## src/sv/rsbb_pkg.sv

```systemverilog
`default_nettype none

package rsbb_pkg;

  // Pixel layout: red in the top byte, blue in the bottom byte.
  localparam int CH_W      = 8;
  localparam int NUM_LANES = 3;
  localparam int PIX_W     = NUM_LANES * CH_W;

  localparam int RADIUS_W = 5;
  localparam logic [RADIUS_W-1:0] RADIUS_RESET = RADIUS_W'(1);

  localparam int DEF_MAX_RADIUS = 31;
  localparam int DEF_MAX_LINE   = 4096;

  // One window tap, sent to every color lane together with the ring read data.
  typedef struct packed {
    logic valid;
    logic clear;
    logic sub;
    logic use_first;
  } tap_t;

  typedef enum logic [2:0] {
    ST_IDLE,
    ST_CHECK,
    ST_FULL,
    ST_INC_ADD,
    ST_INC_SUB,
    ST_SETTLE,
    ST_MUL,
    ST_EMIT
  } state_t;

endpackage

`default_nettype wire

```

## src/sv/rsbb_if.sv

```systemverilog
`default_nettype none

interface rsbb_pix_if;
  import rsbb_pkg::*;
  logic            valid;
  logic            ready;
  logic [CH_W-1:0] red_in;
  logic [CH_W-1:0] green_in;
  logic [CH_W-1:0] blue_in;
  logic            end_of_line;

  modport source (output valid, output red_in, output green_in, output blue_in,
                  output end_of_line, input ready);
  modport sink   (input valid, input red_in, input green_in, input blue_in,
                  input end_of_line, output ready);
endinterface

interface rsbb_res_if;
  import rsbb_pkg::*;
  logic            valid;
  logic            ready;
  logic [CH_W-1:0] red_out;
  logic [CH_W-1:0] green_out;
  logic [CH_W-1:0] blue_out;
  logic            line_done;

  modport source (output valid, output red_out, output green_out, output blue_out,
                  output line_done, input ready);
  modport sink   (input valid, input red_out, input green_out, input blue_out,
                  input line_done, output ready);
endinterface

interface rsbb_cfg_if;
  import rsbb_pkg::*;
  logic                valid;
  logic                ready;
  logic [RADIUS_W-1:0] data;

  modport source (output valid, output data, input ready);
  modport sink   (input valid, input data, output ready);
endinterface

`default_nettype wire

```

## src/sv/rsbb_ram.sv

```systemverilog
`default_nettype none

module rsbb_ram #(
  parameter int WIDTH = 24,
  parameter int DEPTH = 64
) (
  input  logic                     clk,
  input  logic                     we,
  input  logic [$clog2(DEPTH)-1:0] waddr,
  input  logic [WIDTH-1:0]         wdata,
  input  logic                     re,
  input  logic [$clog2(DEPTH)-1:0] raddr,
  output logic [WIDTH-1:0]         rdata
);

  logic [WIDTH-1:0] mem [DEPTH];

  always_ff @(posedge clk) begin
    if (we) begin
      mem[waddr] <= wdata;
    end
    if (re) begin
      rdata <= mem[raddr];
    end
  end

endmodule

`default_nettype wire

```

## src/sv/rsbb_lane.sv

```systemverilog
`default_nettype none

module rsbb_lane #(
  parameter int SUM_W   = 14,
  parameter int RECIP_W = 21
) (
  input  logic                      clk,
  input  rsbb_pkg::tap_t            tap,
  input  logic [rsbb_pkg::CH_W-1:0] ram_sample,
  input  logic [rsbb_pkg::CH_W-1:0] first_sample,
  input  logic                      mul_en,
  input  logic [RECIP_W-1:0]        recip,
  output logic [rsbb_pkg::CH_W-1:0] quotient
);
  import rsbb_pkg::*;

  localparam int SHIFT  = RECIP_W - 1;
  localparam int PROD_W = SUM_W + RECIP_W;

  logic [SUM_W-1:0]  acc;
  logic [SUM_W-1:0]  sample;
  logic [PROD_W-1:0] prod;

  assign sample = SUM_W'(tap.use_first ? first_sample : ram_sample);

  // The window sum is kept modulo 2^SUM_W, so a subtract never goes wrong
  // even when it briefly passes below zero.
  always_ff @(posedge clk) begin
    if (tap.valid) begin
      if (tap.clear) begin
        acc <= sample;
      end else if (tap.sub) begin
        acc <= acc - sample;
      end else begin
        acc <= acc + sample;
      end
    end
    if (mul_en) begin
      prod <= PROD_W'(acc) * PROD_W'(recip);
    end
  end

  // The reciprocal carries enough fraction bits that the truncated product is
  // the exact floor of the quotient for every window sum.
  assign quotient = prod[SHIFT +: CH_W];

endmodule

`default_nettype wire

```

## src/sv/rsbb_merge.sv

```systemverilog
`default_nettype none

module rsbb_merge (
  input  logic                      clk,
  input  logic                      rst,
  input  logic                      load,
  input  logic [rsbb_pkg::CH_W-1:0] red,
  input  logic [rsbb_pkg::CH_W-1:0] green,
  input  logic [rsbb_pkg::CH_W-1:0] blue,
  input  logic                      done,
  output logic                      space,
  rsbb_res_if.source                results
);
  import rsbb_pkg::*;

  logic            out_valid;
  logic [CH_W-1:0] out_red;
  logic [CH_W-1:0] out_green;
  logic [CH_W-1:0] out_blue;
  logic            out_done;

  assign space = !out_valid || results.ready;

  always_ff @(posedge clk) begin
    if (rst) begin
      out_valid <= 1'b0;
    end else if (load) begin
      out_valid <= 1'b1;
    end else if (results.ready) begin
      out_valid <= 1'b0;
    end
  end

  always_ff @(posedge clk) begin
    if (load) begin
      out_red   <= red;
      out_green <= green;
      out_blue  <= blue;
      out_done  <= done;
    end
  end

  assign results.valid     = out_valid;
  assign results.red_out   = out_red;
  assign results.green_out = out_green;
  assign results.blue_out  = out_blue;
  assign results.line_done = out_done;

endmodule

`default_nettype wire

```

## src/sv/running_sum_box_blur_line.sv

```systemverilog
`default_nettype none

// Clamp-to-edge box filter for one line of RGB pixels. Each pixel request
// enters with an end-of-line flag; each result request carries the per-color
// floor mean of the 2r+1 pixels centered on one line position, where r is the
// radius register (saturated at MAX_RADIUS) and pixels beyond either end of the
// line repeat the end pixel. The result for position j leaves once pixel j+r
// has arrived, and all pending positions flush when the line ends; line_done
// marks the last one. A new pixel is taken only after the previous one's
// results are all computed: each pixel takes an accept and a final check,
// plus for each result it releases a check, the tap reads, a settle, a
// multiply and an emit that waits for output room. The tap reads are two
// when the running sums can be updated (one ring read to add the entering
// pixel, one to remove the leaving one) or 2r+1 when the window is summed
// from scratch (the first result of a line, or the first after a radius
// change). The pace is set by the single read port of the pixel ring, which
// feeds one window tap a cycle to all three color lanes. A finished result
// may wait in the output register while the next pixel is accepted. No
// clearing pass after reset is needed; the radius is 1 after reset.
module running_sum_box_blur_line #(
  parameter int MAX_RADIUS = rsbb_pkg::DEF_MAX_RADIUS,
  parameter int MAX_LINE   = rsbb_pkg::DEF_MAX_LINE
) (
  input  logic       clk,
  input  logic       rst,
  rsbb_cfg_if.sink   cfg,
  rsbb_pix_if.sink   pixels,
  rsbb_res_if.source results
);
  import rsbb_pkg::*;

  // Radius width, ring depth (must hold 2r+2 pixels) and position width.
  localparam int RW         = $clog2(MAX_RADIUS + 1);
  localparam int RING_AW    = RW + 1;
  localparam int RING_DEPTH = 1 << RING_AW;
  localparam int POSW       = $clog2(MAX_LINE);
  localparam int KW         = POSW + RW + 2;
  // Window sums, and the reciprocal that makes the divide exact.
  localparam int SUM_W      = $clog2((2 * MAX_RADIUS + 1) * 255 + 1);
  localparam int DIV_W      = RW + 1;
  localparam int SHIFT      = SUM_W + DIV_W;
  localparam int RECIP_W    = SHIFT + 1;

  state_t state, state_next;

  logic [RADIUS_W-1:0] radius;
  logic [RW-1:0]       r_eff;
  logic [RW-1:0]       r_cur;
  logic [RW-1:0]       sum_r;

  logic [POSW-1:0] in_pos;
  logic [POSW-1:0] cur_i;
  logic [POSW:0]   out_pos;
  logic            last_f;
  logic [PIX_W-1:0] first_pix;
  logic [PIX_W-1:0] pix_word;
  logic [PIX_W-1:0] ram_rdata;

  logic [RECIP_W-1:0] recip_tab [MAX_RADIUS + 1];
  logic [RECIP_W-1:0] recip;

  logic signed [KW-1:0] k, k_sel, k_clamp;
  logic signed [KW-1:0] j_s, i_s, r_s, win_lo, win_hi;

  tap_t tap_issue, tap_q;

  logic pix_acc;
  logic in_last;
  logic done_cond;
  logic inc_ok;
  logic mul_en;
  logic emit_load;
  logic space;
  logic line_end_pos;

  logic [CH_W-1:0] lane_q [NUM_LANES];

  // Reciprocal table: ceil(2^SHIFT / (2r+1)) for every radius.
  for (genvar g = 0; g <= MAX_RADIUS; g++) begin : g_recip
    localparam int unsigned RECIP_VAL = ((1 << SHIFT) + 2 * g) / (2 * g + 1);
    assign recip_tab[g] = RECIP_W'(RECIP_VAL);
  end

  // Configuration: the radius register takes any write.
  assign cfg.ready = 1'b1;

  always_ff @(posedge clk) begin
    if (rst) begin
      radius <= RADIUS_RESET;
    end else if (cfg.valid) begin
      radius <= cfg.data;
    end
  end

  assign r_eff = (int'(radius) > MAX_RADIUS) ? RW'(MAX_RADIUS) : RW'(radius);

  // Input side.
  assign pixels.ready = (state == ST_IDLE);
  assign pix_acc      = pixels.valid && pixels.ready;
  assign pix_word     = {pixels.red_in, pixels.green_in, pixels.blue_in};
  // An overlong line is cut at the last position the counters can hold.
  assign in_last      = pixels.end_of_line || (in_pos >= POSW'(MAX_LINE - 1));

  always_ff @(posedge clk) begin
    if (pix_acc) begin
      cur_i  <= in_pos;
      last_f <= in_last;
      r_cur  <= r_eff;
      recip  <= recip_tab[r_eff];
      if (in_pos == '0) begin
        first_pix <= pix_word;
      end
    end
  end

  // Window bounds of the next output position.
  assign j_s    = KW'(out_pos);
  assign i_s    = KW'(cur_i);
  assign r_s    = KW'(r_cur);
  assign win_lo = j_s - r_s;
  assign win_hi = j_s + r_s;

  // Nothing more to release: every position is out, or the next one still
  // waits for pixel j+r.
  assign done_cond    = (j_s > i_s) || (!last_f && (win_hi > i_s));
  // The running sums hold the window of position j-1 at the same radius.
  assign inc_ok       = (out_pos != '0) && (sum_r == r_cur);
  assign line_end_pos = last_f && (j_s == i_s);

  always_comb begin
    state_next = state;
    tap_issue  = '0;
    k_sel      = k;
    mul_en     = 1'b0;
    emit_load  = 1'b0;
    case (state)
      ST_IDLE: begin
        if (pix_acc) begin
          state_next = ST_CHECK;
        end
      end
      ST_CHECK: begin
        if (done_cond) begin
          state_next = ST_IDLE;
        end else if (inc_ok) begin
          state_next = ST_INC_ADD;
        end else begin
          state_next = ST_FULL;
        end
      end
      ST_FULL: begin
        tap_issue.valid     = 1'b1;
        tap_issue.clear     = (k == win_lo);
        tap_issue.use_first = k_sel[KW-1];
        if (k == win_hi) begin
          state_next = ST_SETTLE;
        end
      end
      ST_INC_ADD: begin
        k_sel               = win_hi;
        tap_issue.valid     = 1'b1;
        tap_issue.use_first = k_sel[KW-1];
        state_next          = ST_INC_SUB;
      end
      ST_INC_SUB: begin
        k_sel               = win_lo - KW'(1);
        tap_issue.valid     = 1'b1;
        tap_issue.sub       = 1'b1;
        tap_issue.use_first = k_sel[KW-1];
        state_next          = ST_SETTLE;
      end
      ST_SETTLE: begin
        state_next = ST_MUL;
      end
      ST_MUL: begin
        mul_en     = 1'b1;
        state_next = ST_EMIT;
      end
      ST_EMIT: begin
        if (space) begin
          emit_load  = 1'b1;
          state_next = ST_CHECK;
        end
      end
      default: begin
        state_next = ST_IDLE;
      end
    endcase
  end

  // Taps past the newest pixel repeat it; taps before the line start use the
  // held first pixel and ignore the ring data.
  assign k_clamp = (k_sel > i_s) ? i_s : k_sel;

  always_ff @(posedge clk) begin
    if (rst) begin
      state   <= ST_IDLE;
      in_pos  <= '0;
      out_pos <= '0;
      tap_q   <= '0;
    end else begin
      state <= state_next;
      tap_q <= tap_issue;
      if (state == ST_CHECK && done_cond) begin
        if (last_f) begin
          in_pos  <= '0;
          out_pos <= '0;
        end else begin
          in_pos <= cur_i + POSW'(1);
        end
      end
      if (emit_load) begin
        out_pos <= out_pos + (POSW + 1)'(1);
      end
    end
  end

  always_ff @(posedge clk) begin
    if (state == ST_CHECK) begin
      k <= win_lo;
    end else if (state == ST_FULL) begin
      k <= k + KW'(1);
    end
    if (emit_load) begin
      sum_r <= r_cur;
    end
  end

  rsbb_ram #(
    .WIDTH (PIX_W),
    .DEPTH (RING_DEPTH)
  ) u_ring (
    .clk   (clk),
    .we    (pix_acc),
    .waddr (RING_AW'(in_pos)),
    .wdata (pix_word),
    .re    (tap_issue.valid),
    .raddr (RING_AW'(k_clamp)),
    .rdata (ram_rdata)
  );

  // One lane per color, red first.
  for (genvar g = 0; g < NUM_LANES; g++) begin : g_lane
    rsbb_lane #(
      .SUM_W   (SUM_W),
      .RECIP_W (RECIP_W)
    ) u_lane (
      .clk          (clk),
      .tap          (tap_q),
      .ram_sample   (ram_rdata[PIX_W - CH_W * (g + 1) +: CH_W]),
      .first_sample (first_pix[PIX_W - CH_W * (g + 1) +: CH_W]),
      .mul_en       (mul_en),
      .recip        (recip),
      .quotient     (lane_q[g])
    );
  end

  rsbb_merge u_merge (
    .clk     (clk),
    .rst     (rst),
    .load    (emit_load),
    .red     (lane_q[0]),
    .green   (lane_q[1]),
    .blue    (lane_q[2]),
    .done    (line_end_pos),
    .space   (space),
    .results (results)
  );

endmodule

`default_nettype wire

```

## src/flat_wrapper.sv

```systemverilog
// flat-port wrapper written by rule: the top's interface ports become plain ports
module running_sum_box_blur_line_flat import rsbb_pkg::*;
#(
  parameter int MAX_RADIUS = rsbb_pkg::DEF_MAX_RADIUS,
  parameter int MAX_LINE   = rsbb_pkg::DEF_MAX_LINE
)
  (clk, rst, cfg_valid, cfg_data, cfg_ready, pixels_valid, pixels_red_in, pixels_green_in, pixels_blue_in, pixels_end_of_line, pixels_ready, results_valid, results_red_out, results_green_out, results_blue_out, results_line_done, results_ready);
  rsbb_cfg_if cfg_i ();
  rsbb_pix_if pixels_i ();
  rsbb_res_if results_i ();
  input  logic clk;
  input  logic rst;
  input wire logic [$bits(cfg_i.valid)-1:0] cfg_valid;
  input wire logic [$bits(cfg_i.data)-1:0] cfg_data;
  output wire logic [$bits(cfg_i.ready)-1:0] cfg_ready;
  input wire logic [$bits(pixels_i.valid)-1:0] pixels_valid;
  input wire logic [$bits(pixels_i.red_in)-1:0] pixels_red_in;
  input wire logic [$bits(pixels_i.green_in)-1:0] pixels_green_in;
  input wire logic [$bits(pixels_i.blue_in)-1:0] pixels_blue_in;
  input wire logic [$bits(pixels_i.end_of_line)-1:0] pixels_end_of_line;
  output wire logic [$bits(pixels_i.ready)-1:0] pixels_ready;
  output wire logic [$bits(results_i.valid)-1:0] results_valid;
  output wire logic [$bits(results_i.red_out)-1:0] results_red_out;
  output wire logic [$bits(results_i.green_out)-1:0] results_green_out;
  output wire logic [$bits(results_i.blue_out)-1:0] results_blue_out;
  output wire logic [$bits(results_i.line_done)-1:0] results_line_done;
  input wire logic [$bits(results_i.ready)-1:0] results_ready;
  assign cfg_i.valid = cfg_valid;
  assign cfg_i.data = cfg_data;
  assign cfg_ready = cfg_i.ready;
  assign pixels_i.valid = pixels_valid;
  assign pixels_i.red_in = pixels_red_in;
  assign pixels_i.green_in = pixels_green_in;
  assign pixels_i.blue_in = pixels_blue_in;
  assign pixels_i.end_of_line = pixels_end_of_line;
  assign pixels_ready = pixels_i.ready;
  assign results_valid = results_i.valid;
  assign results_red_out = results_i.red_out;
  assign results_green_out = results_i.green_out;
  assign results_blue_out = results_i.blue_out;
  assign results_line_done = results_i.line_done;
  assign results_i.ready = results_ready;
  running_sum_box_blur_line #(.MAX_RADIUS(MAX_RADIUS), .MAX_LINE(MAX_LINE)) u_core (.clk(clk), .rst(rst), .cfg(cfg_i), .pixels(pixels_i), .results(results_i));
endmodule
```

## config.mk

```make
export PLATFORM = sky130hd
export DESIGN_NAME = running_sum_box_blur_line_flat
export DESIGN_NICKNAME = d
export VERILOG_FILES = /design/src/sv/rsbb_pkg.sv /design/src/sv/rsbb_if.sv /design/src/sv/rsbb_ram.sv /design/src/sv/rsbb_lane.sv /design/src/sv/rsbb_merge.sv /design/src/sv/running_sum_box_blur_line.sv /design/src/flat_wrapper.sv
export SDC_FILE = /design/constraint.sdc
export NUM_CORES = 2
export LEC_CHECK = 0
export ABC_AREA = 1
export BUFFER_PORTS_ARGS = -buffer_cell sky130_fd_sc_hd__buf_2
export CORE_MARGIN = 2
export CORE_UTILIZATION = 58
export CTS_CLUSTER_SIZE = 28
export DETAILED_ROUTE_END_ITERATION = 12
export GPL_TIMING_DRIVEN = 0
export PLACE_DENSITY = 0.77
export SLEW_MARGIN = 10
export SYNTH_ARGS = -nofsm -noshare
export SYNTH_HDL_FRONTEND = slang
export SYNTH_SLANG_ARGS = --single-unit
export TNS_END_PERCENT = 5
```

## constraint.sdc

```tcl
create_clock -name clk -period 5.25 [get_ports clk]
set_input_delay 1.3125 -clock clk [delete_from_list [all_inputs] [get_ports clk]]
set_output_delay 1.3125 -clock clk [all_outputs]
set_load 0.01 [all_outputs]
```

==> flow_summary.ini <==
[worst_hold_path]
hold_path_class = reg2reg

[grt]
grt_pass1_wl_um = 500000
grt_usage = 0.370
overflow = 0
grt_max_degree = 66
antenna_found_initial = 8
grt_pass1_vias = 79818

[synth]
yosysSeqAreaShare = 0.507
async_reset_ff_frac = 0
syn_nets = 11864
yosys_warnings = 0
syn_inst = 10925
ys_ff_latch = 1775
synth_area_per_cell_um2 = 9.56
syn-cell-area_mm2 = 0.104
synth_cell_types = 56
synth-edff-count = 1737
synth_flop_cell = edfxtp_1

[cts]
cts_tree = yes
worstSkewPairLatency_ns = 0.86
htree_num_levels = 4
cts_buffer_depth = 3
clk_pin_slew_ns = 0.06
hold_buffers = 0
cts_sinks = 1775
clock-root-buffer = clkbuf_16
cts_buffers = 179

[sta]
tightest_slew_ns = 1.40
period_share = 1.20
fmax_ghz = 0.159
slew_headroom = 0.0617
slew_violations = 0
setup_viol = 48
finalHoldViolCount = 0
finalClockSkew_ns = 0.0924
rsz0062_at_grt = true
setup_ws_ns = -1.03
min_period_ns = 6.28

[detailed_routing]
wl_um = 348000
num_vias = 82175
ant_nets = 0
drtPass1Iterations = 10
viasPerCell = 5.95
first_iter_violations = 12891
drc_errors = 0
avgRoutedWirePerCell_um = 25.2

[setup_path]
end_kind = flip-flop
cp.arrival_ns = 6.90
path_max_fanout = 10
cp_slowest_cell = fa_2
worstPathRequired_ns = 5.87
worstSetupStartpointType = flip-flop
slowest_delay_ns = 0.60
crit_top_cell = nand3_4
path_class = reg2reg

[placement]
place_congestion = 1.07
hpwl_um = 241000
pre_cts_slack_ns = -2.70
port_buffers = 61

[flow_run]
maxCapViolCount = 1

[floorplan]
floorplan.initialDensity = 0.584
core-area_mm2 = 0.179
rows = 155
fp.dieW_um = 428
die-area_mm2 = 0.183
num_io_pins = 63
die_h_um = 428

[cells_and_area]
nets = 12245
fin_util = 0.678
post_route_cells_drive_above_1_share = 0.127
syn_to_final_growth_pct = 16.1

[run_status]
violations = max-capacitance violations, negative setup slack
status = finished with violations
[Yosys cell counts, types with 4 or more instances]
cell type	instances	area share
nand2_1	2635	0.095
inv_1	2394	0.086
edfxtp_1	1737	0.50
nand3_1	1590	0.076
fa_1	599	0.11
ha_1	305	0.037
clkbuf_1	250	0.0090
nor2_1	233	0.0084
buf_2	223	0.011
o21ai_0	163	0.0078
a21oi_1	156	0.0075
nand3b_1	119	0.0086
xor2_1	81	0.0068
buf_1	51	0.0018
dfxtp_1	38	0.0073
xnor2_1	36	0.0030
nor3_1	32	0.0015
nand4_1	31	0.0019
buf_4	30	0.0022
or2_2	22	0.0013
a211oi_1	18	0.0013
a31oi_1	18	0.0011
o22ai_1	16	0.00096
buf_6	14	0.0015
inv_2	14	0.00050
o31ai_1	12	0.00086
nor4_1	11	0.00066
o21bai_1	11	0.00079
o221ai_1	11	0.00092
mux2i_1	9	0.00086
nand2_2	9	0.00054
a21o_1	8	0.00058
o211ai_1	7	0.00050
a21boi_0	4	0.00029
nor2_2	4	0.00024
[cell type report]
cell class | count | area [um^2]
Antenna cell | 5 | 12.5
Buffer | 556 | 4610
Clock buffer | 217 | 4690
Clock inverter | 111 | 1140
Fill cell | 12744 | 57500
Inverter | 2411 | 9050
Multi-Input combinational cell | 6172 | 42800
Sequential cell | 1775 | 52900
Tap cell | 2355 | 2950
Timing Repair Buffer | 211 | 2990
[placed cells by master (no fill, tap or decap), drive strengths merged, types with 38 or more instances in the layout]
cell,Yosys,routed
xor2,81,81
nand2,2644,2646
fa,599,599
edfxtp,1737,1737
nand3,1592,1592
o21ai,169,169
dfxtp,38,38
nor2,237,237
buf,319,495
a21oi,157,157
nand3b,119,119
inv,2408,2418
clkbuf,250,487
clkinv,3,83
ha,305,305
[state kept, by name, summed over array words and instances, names as in the netlist]
name                              count
u_core.r_cur                          5
u_core.first_pix                     24
u_core.u_merge.results.valid          1
u_core.r_eff                          5
u_core.u_ring.rdata                  24
u_core.out_pos                       13
u_core.u_merge.results.red_out        8
u_core.g_lane.u_lane.prod            24
u_core.u_merge.results.green_out      8
u_core.state                          3
u_core.k                             19
u_core.u_merge.results.blue_out       8
u_core.u_ring.mem                  1536
u_core.recip                         20
u_core.in_pos                        12
u_core.u_merge.results.line_done      1
u_core.tap_q                          4
u_core.g_lane.u_lane.acc             42
u_core.cur_i                         12
u_core.last_f                         1
u_core.sum_r                          5
[metal layers]
layer	track usage	part of all wire	vias up
met4	0.249	0.083	2
met5	0	0.000049	-
met3	0.0933	0.14	1471
li1	-	-	35350
met2	0.570	0.44	6303
met1	0.465	0.34	39049
[final timing paths]
path / from / endpoint / slack (ns) / cells past startpoint
setup reg to reg: u_core.r_cur[0] / u_core.u_ring.rdata[17] / -1.03 / 38
hold reg to reg: u_core.g_lane[2].u_lane.prod[24] / u_core.u_merge.results.blue_out[4] / 0.42 / 0
hold / removal: u_core.g_lane[2].u_lane.prod[24] / u_core.u_merge.results.blue_out[4] / 0.42 / 0
setup / recovery: u_core.r_cur[0] / u_core.u_ring.rdata[17] / -1.03 / 38
[timing repair]
action,in CTS,in global routing
pin swaps,26,56
resized for setup,705,512
gates cloned,2,12
setup buffers,40,27
endpoints found under the setup margin,49,64
[stage by stage]
step	cell area [um^2]	setup TNS [ns]	hold WS, ns	instances
after CTS	119000	-38.92	0.418	13771
after floorplan	105000	-1.89	0.400	10925
final	121000	-36.28	0.416	13813
after global placement	108000	-1413.75	0.403	13341
after detailed placement	110000	-94.60	0.405	13413
after global routing	121000	-43.96	0.426	13809
[worst max-delay path: cells and delay by family, from the launching register on]
family	cells	cell delay, ns
adders and majority gates	4	1.21
DFF	1	0.47
and+or+nand+nor	20	2.51
buffers and inverters	11	1.40
AOI/OAI and AO/OA	3	0.47
[cell families (layout without fill, tap and decap cells)]
kind of cell | Yosys count | after routing | share of synthesized area
AO/OA/AOI/OAI | 442 | 442 | 0.0240
XOR/XNOR | 117 | 117 | 0.00982
adder cells (fa/ha/maj) | 904 | 904 | 0.151
buffers and inverters | 2980 | 3506 | 0.112
flip-flops | 1775 | 1775 | 0.507
multiplexers | 9 | 9 | 0.000863
other | 1 | 6 | 0.0000359
AND/OR/NAND/NOR | 4697 | 4699 | 0.195
Power is left out: the tool's default activity adds up to more than one toggle a clock period on the data nets, which glitch-free logic cannot reach.
